**src/hw/rtl/epoch_milliseconds_to_date_macros.svh**
```systemverilog
// Assertion macros for the epoch milliseconds to date converter.
// Included by the top level; depends on nothing else.
`ifndef EPOCH_MILLISECONDS_TO_DATE_MACROS_SVH
`define EPOCH_MILLISECONDS_TO_DATE_MACROS_SVH

// Check that the consequent holds in the same cycle as the antecedent.
`define EMDT_ASSERT_NOW(label, clk, rst_n, ante, cons, msg) \
    label: assert property (@(posedge clk) disable iff (!rst_n) (ante) |-> (cons)) \
        else $error(msg);

// Check that the consequent holds in the cycle after the antecedent.
`define EMDT_ASSERT_NEXT(label, clk, rst_n, ante, cons, msg) \
    label: assert property (@(posedge clk) disable iff (!rst_n) (ante) |=> (cons)) \
        else $error(msg);

`endif

```
**src/hw/rtl/emdt_pkg.sv**
```systemverilog
// Shared types, constants and calendar tables for the date converter.
// No dependencies; used by emdt_year_ctr and epoch_milliseconds_to_date.
package emdt_pkg;

    localparam int CONST_W = 35;
    localparam int YEAR_W  = 16;

    typedef logic [CONST_W-1:0] ms_const_t;
    typedef logic [YEAR_W-1:0]  year_cnt_t;

    // Control from the sequencer to the year counter
    typedef struct packed {
        logic init;
        logic step;
    } year_ctl_t;

    // Calendar spans in milliseconds
    localparam ms_const_t MS_PER_SEC  = 35'd1000;
    localparam ms_const_t MS_PER_MIN  = 35'd60000;
    localparam ms_const_t MS_PER_HOUR = 35'd3600000;
    localparam ms_const_t MS_PER_DAY  = 35'd86400000;
    localparam ms_const_t MS_PER_D28  = 35'd2419200000;
    localparam ms_const_t MS_PER_D29  = 35'd2505600000;
    localparam ms_const_t MS_PER_D30  = 35'd2592000000;
    localparam ms_const_t MS_PER_D31  = 35'd2678400000;
    localparam ms_const_t MS_PER_Y365 = 35'd31536000000;
    localparam ms_const_t MS_PER_Y366 = 35'd31622400000;

    localparam logic [3:0] MONTH_FEB = 4'd2;
    localparam logic [3:0] MONTH_DEC = 4'd12;

    function automatic ms_const_t year_ms(input logic leap);
        return leap ? MS_PER_Y366 : MS_PER_Y365;
    endfunction

    function automatic ms_const_t month_ms(input logic [3:0] m, input logic leap);
        ms_const_t s;
        case (m) inside
            MONTH_FEB:                  s = leap ? MS_PER_D29 : MS_PER_D28;
            4'd4, 4'd6, 4'd9, 4'd11:    s = MS_PER_D30;
            default:                    s = MS_PER_D31;
        endcase
        return s;
    endfunction

endpackage

```
**src/hw/rtl/emdt_year_ctr.sv**
```systemverilog
// Year counter with Gregorian leap tracking for the date converter.
// Depends on emdt_pkg.
module emdt_year_ctr #(
    parameter int EPOCH_YEAR = 2000
) (
    input  logic                  clk,
    input  logic                  rst_n,
    input  emdt_pkg::year_ctl_t   ctl,
    output emdt_pkg::year_cnt_t   year,
    output logic                  leap
);

    localparam logic [6:0] INIT_C100 = 7'(EPOCH_YEAR % 100);
    localparam logic [1:0] INIT_C4   = 2'((EPOCH_YEAR / 100) % 4);

    emdt_pkg::year_cnt_t yr_reg, yr_next;
    logic [6:0] c100_reg, c100_next;
    logic [1:0] c4_reg, c4_next;

    always_comb
    begin
        yr_next   = yr_reg;
        c100_next = c100_reg;
        c4_next   = c4_reg;
        if (ctl.init)
        begin
            yr_next   = emdt_pkg::YEAR_W'(EPOCH_YEAR);
            c100_next = INIT_C100;
            c4_next   = INIT_C4;
        end
        else if (ctl.step)
        begin
            yr_next = yr_reg + 1'b1;
            if (c100_reg == 7'd99)
            begin
                c100_next = '0;
                c4_next   = c4_reg + 1'b1;
            end
            else
            begin
                c100_next = c100_reg + 1'b1;
            end
        end
    end

    always_ff @(posedge clk or negedge rst_n)
    begin
        if (!rst_n)
        begin
            yr_reg   <= emdt_pkg::YEAR_W'(EPOCH_YEAR);
            c100_reg <= INIT_C100;
            c4_reg   <= INIT_C4;
        end
        else
        begin
            yr_reg   <= yr_next;
            c100_reg <= c100_next;
            c4_reg   <= c4_next;
        end
    end

    // Divisible by 4, except by 100, unless by 400
    assign leap = (yr_reg[1:0] == 2'd0) && ((c100_reg != 7'd0) || (c4_reg == 2'd0));
    assign year = yr_reg;

endmodule

```
**src/hw/rtl/epoch_milliseconds_to_date.sv**
```systemverilog
// Top level of the epoch milliseconds to calendar date converter.
// Depends on emdt_pkg, emdt_year_ctr and epoch_milliseconds_to_date_macros.svh.
//
// Usage: software writes the boot time (milliseconds from the start of
// EPOCH_YEAR) through cfg_wr_en / cfg_wr_data while the block is idle.
// An input transaction (in_valid high, in_stall low) carries elapsed_ms;
// the block adds the boot time and returns one output transaction with
// year, month (1..12), day (from 0), hour, minute and second.
// One shared subtractor works on the millisecond sum under a small
// sequencer, removing one whole unit at a time in each stage:
// years, months, days, hours, minutes, then seconds; the leftover
// milliseconds are dropped. in_stall stays high from the accepting
// edge until the result is loaded, so a new transaction waits for it.
// The output register lets a new transaction in while a result waits;
// a held out_stall only delays loading the next result.
// Reset clears the boot time to zero and empties the output register.
`include "epoch_milliseconds_to_date_macros.svh"

module epoch_milliseconds_to_date #(
    parameter int EPOCH_YEAR = 2000,
    parameter int TIME_WIDTH = 42
) (
    input  logic                  clk,
    input  logic                  rst_n,
    input  logic                  cfg_wr_en,
    input  logic [TIME_WIDTH-1:0] cfg_wr_data,
    input  logic                  in_valid,
    output logic                  in_stall,
    input  logic [TIME_WIDTH-1:0] elapsed_ms,
    output logic                  out_valid,
    input  logic                  out_stall,
    output logic [11:0]           year,
    output logic [3:0]            month,
    output logic [4:0]            day,
    output logic [4:0]            hour,
    output logic [5:0]            minute,
    output logic [5:0]            second
);

    localparam int SUM_W = TIME_WIDTH + 1;
    localparam int ALU_W = (SUM_W > emdt_pkg::CONST_W) ? SUM_W : emdt_pkg::CONST_W;

    // Sequencer states
    localparam logic [2:0] S_IDLE  = 3'd0;
    localparam logic [2:0] S_YEAR  = 3'd1;
    localparam logic [2:0] S_MONTH = 3'd2;
    localparam logic [2:0] S_DAY   = 3'd3;
    localparam logic [2:0] S_HOUR  = 3'd4;
    localparam logic [2:0] S_MIN   = 3'd5;
    localparam logic [2:0] S_SEC   = 3'd6;
    localparam logic [2:0] S_DONE  = 3'd7;

    logic [2:0]            state_reg, state_next;
    logic [TIME_WIDTH-1:0] boot_reg, boot_next;
    logic                  out_valid_reg, out_valid_next;

    // Working value: milliseconds not yet assigned to a calendar unit
    logic [ALU_W-1:0]      num_reg, num_next;
    logic [3:0]            month_reg, month_next;
    logic [4:0]            day_reg, day_next;
    logic [4:0]            hour_reg, hour_next;
    logic [5:0]            min_reg, min_next;
    logic [5:0]            sec_reg, sec_next;

    logic [11:0]           out_year_reg, out_year_next;
    logic [3:0]            out_month_reg, out_month_next;
    logic [4:0]            out_day_reg, out_day_next;
    logic [4:0]            out_hour_reg, out_hour_next;
    logic [5:0]            out_min_reg, out_min_next;
    logic [5:0]            out_sec_reg, out_sec_next;

    // Shared subtractor
    logic [ALU_W-1:0]      alu_b;
    logic [ALU_W:0]        alu_diff;
    logic                  alu_ge;
    emdt_pkg::ms_const_t   alu_const;

    emdt_pkg::year_ctl_t   yr_ctl;
    emdt_pkg::year_cnt_t   yr_cnt;
    logic                  yr_leap;
    logic                  out_free;

    emdt_year_ctr #(
        .EPOCH_YEAR (EPOCH_YEAR)
    ) u_year (
        .clk   (clk),
        .rst_n (rst_n),
        .ctl   (yr_ctl),
        .year  (yr_cnt),
        .leap  (yr_leap)
    );

    // Pick the span to subtract for the current step
    always_comb
    begin
        unique case (state_reg)
            S_YEAR:  alu_const = emdt_pkg::year_ms(yr_leap);
            S_MONTH: alu_const = emdt_pkg::month_ms(month_reg, yr_leap);
            S_DAY:   alu_const = emdt_pkg::MS_PER_DAY;
            S_HOUR:  alu_const = emdt_pkg::MS_PER_HOUR;
            S_MIN:   alu_const = emdt_pkg::MS_PER_MIN;
            S_SEC:   alu_const = emdt_pkg::MS_PER_SEC;
            default: alu_const = emdt_pkg::MS_PER_SEC;
        endcase
    end

    assign alu_b    = ALU_W'(alu_const);
    assign alu_diff = {1'b0, num_reg} - {1'b0, alu_b};
    assign alu_ge   = !alu_diff[ALU_W];

    // Output slot is free when empty or being taken this cycle
    assign out_free = !out_valid_reg || !out_stall;

    always_comb
    begin
        state_next     = state_reg;
        boot_next      = boot_reg;
        out_valid_next = out_valid_reg;
        num_next       = num_reg;
        month_next     = month_reg;
        day_next       = day_reg;
        hour_next      = hour_reg;
        min_next       = min_reg;
        sec_next       = sec_reg;
        out_year_next  = out_year_reg;
        out_month_next = out_month_reg;
        out_day_next   = out_day_reg;
        out_hour_next  = out_hour_reg;
        out_min_next   = out_min_reg;
        out_sec_next   = out_sec_reg;
        yr_ctl         = '0;

        if (cfg_wr_en)
        begin
            boot_next = cfg_wr_data;
        end

        // Drop the result once the receiver takes it
        if (out_valid_reg && !out_stall)
        begin
            out_valid_next = 1'b0;
        end

        unique case (state_reg)
            S_IDLE:
            begin
                if (in_valid)
                begin
                    num_next    = ALU_W'({1'b0, elapsed_ms}) + ALU_W'({1'b0, boot_reg});
                    month_next  = 4'd1;
                    day_next    = '0;
                    hour_next   = '0;
                    min_next    = '0;
                    sec_next    = '0;
                    yr_ctl.init = 1'b1;
                    state_next  = S_YEAR;
                end
            end
            S_YEAR:
            begin
                if (alu_ge)
                begin
                    num_next    = alu_diff[ALU_W-1:0];
                    yr_ctl.step = 1'b1;
                end
                else
                begin
                    state_next = S_MONTH;
                end
            end
            S_MONTH:
            begin
                // December takes whatever is left of the year
                if (alu_ge && (month_reg != emdt_pkg::MONTH_DEC))
                begin
                    num_next   = alu_diff[ALU_W-1:0];
                    month_next = month_reg + 1'b1;
                end
                else
                begin
                    state_next = S_DAY;
                end
            end
            S_DAY:
            begin
                if (alu_ge)
                begin
                    num_next = alu_diff[ALU_W-1:0];
                    day_next = day_reg + 1'b1;
                end
                else
                begin
                    state_next = S_HOUR;
                end
            end
            S_HOUR:
            begin
                if (alu_ge)
                begin
                    num_next  = alu_diff[ALU_W-1:0];
                    hour_next = hour_reg + 1'b1;
                end
                else
                begin
                    state_next = S_MIN;
                end
            end
            S_MIN:
            begin
                if (alu_ge)
                begin
                    num_next = alu_diff[ALU_W-1:0];
                    min_next = min_reg + 1'b1;
                end
                else
                begin
                    state_next = S_SEC;
                end
            end
            S_SEC:
            begin
                // Count whole seconds; the sub-second rest is dropped
                if (alu_ge)
                begin
                    num_next = alu_diff[ALU_W-1:0];
                    sec_next = sec_reg + 1'b1;
                end
                else
                begin
                    state_next = S_DONE;
                end
            end
            S_DONE:
            begin
                // Hold until the output register can take the result
                if (out_free)
                begin
                    out_year_next  = yr_cnt[11:0];
                    out_month_next = month_reg;
                    out_day_next   = day_reg;
                    out_hour_next  = hour_reg;
                    out_min_next   = min_reg;
                    out_sec_next   = sec_reg;
                    out_valid_next = 1'b1;
                    state_next     = S_IDLE;
                end
            end
            default:
            begin
                state_next = S_IDLE;
            end
        endcase
    end

    always_ff @(posedge clk or negedge rst_n)
    begin
        if (!rst_n)
        begin
            state_reg     <= S_IDLE;
            boot_reg      <= '0;
            out_valid_reg <= 1'b0;
        end
        else
        begin
            state_reg     <= state_next;
            boot_reg      <= boot_next;
            out_valid_reg <= out_valid_next;
        end
    end

    always_ff @(posedge clk)
    begin
        num_reg       <= num_next;
        month_reg     <= month_next;
        day_reg       <= day_next;
        hour_reg      <= hour_next;
        min_reg       <= min_next;
        sec_reg       <= sec_next;
        out_year_reg  <= out_year_next;
        out_month_reg <= out_month_next;
        out_day_reg   <= out_day_next;
        out_hour_reg  <= out_hour_next;
        out_min_reg   <= out_min_next;
        out_sec_reg   <= out_sec_next;
    end

    assign in_stall  = (state_reg != S_IDLE);
    assign out_valid = out_valid_reg;
    assign year      = out_year_reg;
    assign month     = out_month_reg;
    assign day       = out_day_reg;
    assign hour      = out_hour_reg;
    assign minute    = out_min_reg;
    assign second    = out_sec_reg;

    `EMDT_ASSERT_NEXT(a_accept_starts_year, clk, rst_n, in_valid && !in_stall,
        state_reg == S_YEAR, "accepted transaction did not start the year count")
    `EMDT_ASSERT_NOW(a_sec_bound, clk, rst_n, state_reg == S_SEC,
        num_reg < ALU_W'(emdt_pkg::MS_PER_MIN), "milliseconds left exceed one minute")
    `EMDT_ASSERT_NOW(a_ms_left, clk, rst_n, state_reg == S_DONE,
        num_reg < ALU_W'(emdt_pkg::MS_PER_SEC), "milliseconds left exceed one second")
    `EMDT_ASSERT_NOW(a_out_ranges, clk, rst_n, out_valid_reg,
        out_month_reg >= 4'd1 && out_month_reg <= 4'd12 && out_day_reg <= 5'd30
            && out_hour_reg <= 5'd23 && out_min_reg <= 6'd59 && out_sec_reg <= 6'd59,
        "result field out of range")

endmodule

```
**config.mk**
```make
export PLATFORM = sky130hd
export DESIGN_NAME = epoch_milliseconds_to_date
export DESIGN_NICKNAME = d
export VERILOG_FILES = /design/src/hw/rtl/emdt_pkg.sv /design/src/hw/rtl/emdt_year_ctr.sv /design/src/hw/rtl/epoch_milliseconds_to_date.sv
export VERILOG_INCLUDE_DIRS = /design/src /design/src/hw/rtl
export SDC_FILE = /design/constraint.sdc
export NUM_CORES = 1
export LEC_CHECK = 0
export BUFFER_PORTS_ARGS = -buffer_cell sky130_fd_sc_hd__buf_2
export CAP_MARGIN = 0
export CORE_MARGIN = 5
export CORE_UTILIZATION = 58
export CTS_BUF_LIST = sky130_fd_sc_hd__clkbuf_4 sky130_fd_sc_hd__clkbuf_8
export CTS_CLUSTER_SIZE = 8
export DETAILED_ROUTE_END_ITERATION = 6
export GPL_TIMING_DRIVEN = 1
export PLACE_DENSITY_LB_ADDON = 0.15
export SYNTH_ARGS = -nofsm -noshare
export SYNTH_HDL_FRONTEND = slang
export SYNTH_SLANG_ARGS = --single-unit
```
**constraint.sdc**
```tcl
create_clock -name clk -period 18.05 [get_ports clk]
set_clock_uncertainty 0.1 [all_clocks]
set_input_delay 0.9025 -clock clk [delete_from_list [all_inputs] [get_ports clk]]
set_output_delay 0.9025 -clock clk [all_outputs]
set_load 0.03 [all_outputs]
```
==> results of run 1 <==
-- power by group through the flow --
stage                     clock network [mW]  logic (mW)  registers, mW
after floorplan                            0       0.601          0.593
after global placement                     0       0.734          0.608
after detailed placement                   0       0.745          0.611
after CTS                              0.311       0.754          0.603
after global routing                   0.326       0.855          0.614
final                                  0.305       0.759          0.603
-- worst max-delay path, cell delays in order, from the launching register on --
cell      delay [ns]
dfrtp_1         0.39
inv_1           0.08
ha_1            0.19
nor4b_1         0.13
a21boi_1        0.64
nor2_1          0.14
nor3_1          0.30
o21ai_0         0.20
and2_1          0.24
ha_1            0.32
o21ai_0         0.12
a32oi_1         0.17
o221a_2         0.33
or2_2           0.33
a211oi_2        0.63
o21ai_0         0.53
-- metal layers --
metal / share of wire, % / track usage (%) / wire length (um) / vias up
met5: 0 / 0 / 0 / -
met4: 1.5 / 6.62 / 345 / 0
met3: 5.4 / 3.82 / 1210 / 29
met2: 45 / 33.3 / 10100 / 211
met1: 49 / 30.2 / 11000 / 3872
li1: - / - / - / 4244
-- area by class of cell --
cell class	count	share of cell area (%)
inverters	38	1.17
flip-flops and latches	171	39.4
repair buffers	131	5.43
well taps	234	2.40
multi-input cells	851	47.9
clock buffers	18	1.98
clock inverters	14	1.70
-- cell usage in the layout, fill, tap and decap left out, drive strengths merged, types with 13 or more instances in the layout --
cell type and instances:
clkbuf 18, and3 18, o21ai 63, nor2 107, nand2 90, dfrtp 61
a31oi 13, nand3 35, xor2 46, o31ai 15, nand4 13, a21oi 107
ha 85, xnor2 46, edfxtp 104, buf 131, mux2 43, nor3 22
inv 44, a21o 25
-- worst max path at each step --
stage                                        start                        to  slack (ns)  cells past startpoint
floorplan           u_year.c100_reg[0]$_DFFE_PN0P_     num_reg[10]$_DFFE_PP_       12.40                     17
global placement    u_year.c100_reg[0]$_DFFE_PN0P_  min_reg[3]$_SDFFCE_PN0P_       13.10                     15
detailed placement  u_year.c100_reg[0]$_DFFE_PN0P_  sec_reg[5]$_SDFFCE_PN0P_       12.88                     15
CTS                 u_year.c100_reg[0]$_DFFE_PN0P_  min_reg[2]$_SDFFCE_PN0P_       12.81                     15
global route              state_reg[0]$_DFFE_PN0P_  sec_reg[2]$_SDFFCE_PN0P_       12.46                     14
finish              u_year.c100_reg[0]$_DFFE_PN0P_  min_reg[2]$_SDFFCE_PN0P_       12.83                     15
-- cell families (layout without fill, tap and decap cells) --
kind of cell | after synthesis | count (layout)
xor gates and xnor gates | 92 | 92
DFF | 171 | 171
buffers and inverters | 68 | 201
AOI/OAI and AO/OA | 282 | 282
and+or+nand+nor | 343 | 343
muxes | 49 | 49
adders and majority gates | 85 | 85
==> impl_metrics.json, run 1 <==
{
  "path_class": "flip-flop to flip-flop",
  "syn_area_sq_mm": 0.0109,
  "place_area_sq_mm": 0.0118,
  "post-cts-setup-buffer-count": 0,
  "area_delta_synth_final_pct": 12.1,
  "cts_tree": "yes",
  "slew_violations": 0,
  "io_pins": 129,
  "worst_hold_path_type": "flip-flop to flip-flop",
  "layout_min_cycle_time_ns": 5.22,
  "regArea_sq_mm": 0.00481,
  "synth_nets": 1264,
  "cts.sinks": 171,
  "crit_fanout": 10,
  "synth_cell_type_count": 71,
  "dr_total_vias": 8356,
  "synth_edf_count": 104,
  "hold_viol_final": 0,
  "die-area_sq_mm": 0.0216,
  "hold_start": "day_reg[4]$_SDFFCE_PN0P_",
  "synth_fa_ha_area_share_pct": 9.77,
  "grt_pass1_wl_um": 38300,
  "min_path_cells": 0,
  "first_pass_iters": 5,
  "yosysWarningCount": 0,
  "pwr_density_cell_mw_per_mm2": 137,
  "r2r_end": "min_reg[2]$_SDFFCE_PN0P_",
  "pwr-share-clk_pct": 18.3,
  "initial_core_util_pct": 58.6,
  "htreeDepth": 4,
  "hpwl_um": 17000,
  "avgSynthCellArea_sq_um": 9.98,
  "gp_congestion": 0.898,
  "start_kind": "flip-flop",
  "synth_top_family_by_area": "compound AO/OA/AOI/OAI gates",
  "clockBufferDepth": 2,
  "stdcell_area_sq_mm": 0.0122,
  "fin_util_pct": 65.7,
  "dr.first_iter.drc_count": 553,
  "drt-vias-per-instance": 5.74,
  "synth_top_area_share_pct": 28.7,
  "antenna_cells": 0,
  "clk_pin_slew_ns": 0.09,
  "antenna_found_initial": 0,
  "yosys.area_share.simple_pct": 14.9,
  "setup_slack_ns": 12.83,
  "relSlewSlack_pct": 23.9,
  "endpoint_kind": "flip-flop",
  "wl_per_cell_um": 15.5,
  "setup_violations": 0,
  "fmax_ghz": 0.191,
  "yosysTopAreaCell": "edfxtp_1",
  "place.port_buffers": 128,
  "pwr-share-seq_pct": 36.2,
  "fillers": 1533,
  "nets": 1384,
  "netlist_instances": 1090,
  "rr_startpoint": "u_year.c100_reg[0]$_DFFE_PN0P_",
  "rsz0062_at_grt": "false",
  "synth-compound-area-share_pct": 16.4,
  "grt_overflow": 0,
  "grt_max_degree": 68,
  "core_area_sq_mm": 0.0186,
  "async_flop_share_pct": 39.2,
  "dp.cells": 1425,
  "required_ns": 18.04,
  "switching_share_pct": 38.2,
  "report.power.total_mw": 1.67,
  "r2r_slack_ns": 12.83,
  "largest_reg_flops": 42,
  "pre_cts_ws_ns": 12.88,
  "clk_latency_ns": 0.47,
  "ys_ff_latch": 171,
  "whs_ns": 0.378,
  "std_cell_rows": 50,
  "drive_above_1_share_pct": 19.2,
  "maxCapViolCount": 0,
  "p_sw_mw": 0.637,
  "cts_root_buffer": "clkbuf_8",
  "cts_buffers": 17,
  "ant_nets": 0,
  "finalSetupTns_ns": 0,
  "combPwrFrac_pct": 45.5,
  "track_usage_pct": 21.2,
  "synthFlopType": "edfxtp_1",
  "yosysSeqAreaShare_pct": 44.2,
  "synth_xor_area_share_pct": 7.41,
  "yosys-top-cells-count": "a21oi_1, nor2_1, edfxtp_1, nand2_1, ha_1",
  "worstRegToRegCells": 15,
  "status": "finished, final reports clean",
  "synthMuxAreaShare_pct": 5.00,
  "worstHoldEndpoint": "day[4]$_DFFE_PP_",
  "finalCritPeriodShare_pct": 28.9,
  "power.leakage_nw": 5.12,
  "ctsHoldBuffers": 0,
  "multi_input_area_sq_mm": 0.00585,
  "ir_drop_mv": 0.0678,
  "die_w_um": 147,
  "tightest_slew_ns": 1.14,
  "arrival_ns": 5.21,
  "drcViolationCount": 0,
  "grt_pass1_vias": 8226,
  "final_cells": 1457,
  "internal_power_mw": 1.03,
  "routed_wl_um": 22600,
  "die_h_um": 147,
  "yosys-top-cells-area": "edfxtp_1, dfrtp_1, ha_1",
  "post_cts_resized": 0
}
(Power assumes the default switching activity.)
==> inputs of run 2 (changes only) <==
==> constraint.sdc (replaced) <==
create_clock -name clk -period 5.1 [get_ports clk]
set_clock_uncertainty 0.1 [all_clocks]
set_input_delay 0.255 -clock clk [delete_from_list [all_inputs] [get_ports clk]]
set_output_delay 0.255 -clock clk [all_outputs]
set_load 0.03 [all_outputs]
==> impl_metrics.json, run 2 (synthesis results as in run 1) <==
{
  "status": "finished, final reports clean",
  "r2r_end": "min_reg[3]$_SDFFCE_PN0P_",
  "std_cell_rows": 50,
  "r2r_slack_ns": 0.51,
  "setup_slack_ns": 0.506,
  "cts_buffers": 17,
  "post_cts_resized": 0,
  "final_common_cell": "buf_2",
  "required_ns": 5.09,
  "antenna_found_initial": 0,
  "internal_power_mw": 3.59,
  "pwr_density_cell_mw_per_mm2": 461,
  "cts_tree": "yes",
  "p_sw_mw": 2.24,
  "crit_start": "u_year.c100_reg[0]$_DFFE_PN0P_",
  "initial_core_util_pct": 58.6,
  "ant_nets": 0,
  "die-area_sq_mm": 0.0216,
  "finalSetupTns_ns": 0,
  "pwr-share-seq_pct": 36.2,
  "largest_reg_flops": 42,
  "hpwl_um": 17000,
  "rsz0062_at_grt": "false",
  "ctsHoldBuffers": 44,
  "grt_pass1_vias": 8245,
  "clockBufferDepth": 2,
  "grt_pass1_wl_um": 39000,
  "arrival_ns": 4.58,
  "nets": 1434,
  "hold_viol_final": 0,
  "cts.sinks": 171,
  "grt_max_degree": 68,
  "routed_wl_um": 23100,
  "rr_startpoint": "u_year.c100_reg[0]$_DFFE_PN0P_",
  "maxCapViolCount": 0,
  "relSlewSlack_pct": 23.5,
  "drt-vias-per-instance": 5.70,
  "die_h_um": 147,
  "hold_start": "elapsed_ms[41]",
  "antenna_cells": 0,
  "first_pass_iters": 5,
  "crit_fanout": 10,
  "cts_root_buffer": "clkbuf_8",
  "track_usage_pct": 21.6,
  "start_kind": "flip-flop",
  "most-common-layout-cells": "buf_2, nor2_1, a21oi_1, edfxtp_1, nand2_1",
  "endpoint_kind": "flip-flop",
  "slew_violations": 0,
  "dr_total_vias": 8588,
  "power.leakage_nw": 5.32,
  "worstHoldEndpoint": "num_reg[42]$_DFFE_PP_",
  "dr.first_iter.drc_count": 479,
  "post-cts-setup-buffer-count": 0,
  "htreeDepth": 4,
  "switching_share_pct": 38.3,
  "path_class": "flip-flop to flip-flop",
  "combPwrFrac_pct": 47.0,
  "wl_per_cell_um": 15.3,
  "finalCritPeriodShare_pct": 90.1,
  "gp_congestion": 0.924,
  "area_delta_synth_final_pct": 16.3,
  "drcViolationCount": 0,
  "io_pins": 129,
  "clk_latency_ns": 0.46,
  "fmax_ghz": 0.218,
  "clk_pin_slew_ns": 0.09,
  "place.port_buffers": 128,
  "pre_cts_ws_ns": 0.585,
  "worstRegToRegCells": 17,
  "setup_violations": 0,
  "pwr-share-clk_pct": 16.8,
  "drive_above_1_share_pct": 18.9,
  "grt_overflow": 0,
  "die_w_um": 147,
  "ir_drop_mv": 0.256,
  "min_path_cells": 3,
  "layout_min_cycle_time_ns": 4.59,
  "worst_hold_path_type": "input port to flip-flop",
  "core_area_sq_mm": 0.0186,
  "tightest_slew_ns": 1.15
}
## run 2: power by group through the flow
stage	clock (mW)	sequential (mW)	combinational, mW
after floorplan	0	2.10	2.13
after global placement	0	2.13	2.63
after detailed placement	0	2.14	2.67
after CTS	1.00	2.11	2.71
after global routing	1.05	2.15	3.08
final	0.980	2.11	2.74
## run 2: how the worst max path moves through the flow
| stage | to | slack (ns) | cells after the start |
|---|---|---|---|
| 2_1_floorplan | num_reg[10]$_DFFE_PP_ | 0.30 | 17 |
| 3_3_place_gp | num_reg[11]$_DFFE_PP_ | 0.71 | 21 |
| 3_5_place_dp | min_reg[4]$_SDFFCE_PN0P_ | 0.58 | 17 |
| 4_1_cts | num_reg[21]$_DFFE_PP_ | 0.55 | 18 |
| 5_1_grt | num_reg[21]$_DFFE_PP_ | 0.16 | 20 |
| 6_report | min_reg[3]$_SDFFCE_PN0P_ | 0.51 | 17 |
## run 2: layout make-up
| class | count | area, sq um |
|---|---|---|
| multi-input cells | 851 | 5850 |
| clock inverters | 12 | 138 |
| clock buffers | 20 | 263 |
| inverters | 38 | 143 |
| flip-flops and latches | 171 | 4810 |
| fillers | 1461 | 5930 |
| well taps | 234 | 293 |
| repair buffers | 181 | 1160 |
## run 2: metal layers
metal	GRT usage [%]	routed length (um)	up-vias
met4	6.24	386	0
met1	30.9	11000	3969
met2	34.2	10600	236
met5	0	0	-
li1	-	-	4351
met3	3.45	1140	32
## run 2: worst max-delay path: stages, from the launching register on
cell	delay (ns)
dfrtp_1	0.40
inv_1	0.08
ha_1	0.20
nor4b_1	0.14
a21boi_1	0.19
buf_4	0.20
nor2_1	0.07
nor3_1	0.24
o21ai_0	0.16
and2_1	0.18
ha_1	0.33
o21ai_0	0.14
a32oi_1	0.40
o221a_2	0.32
or2_2	0.16
a211oi_2	0.07
buf_4	0.19
o21ai_0	0.66
## run 2: through the flow
| step | total power, mW | utilization, % | instances | hold slack [ns] | instance area, sq um |
|---|---|---|---|---|---|
| CTS | 5.83 | 68.1 | 1507 | 0.193 | 12700 |
| floorplan | 4.23 | - | 1090 | -0.141 | 10900 |
| detailed placement | 4.80 | 63.6 | 1431 | 0.359 | 11800 |
| finish | 5.83 | 68.1 | 1507 | 0.234 | 12700 |
| global route | 6.28 | 68.1 | 1507 | 0.231 | 12700 |
| global placement | 4.76 | 63.6 | 1431 | 0.354 | 11800 |
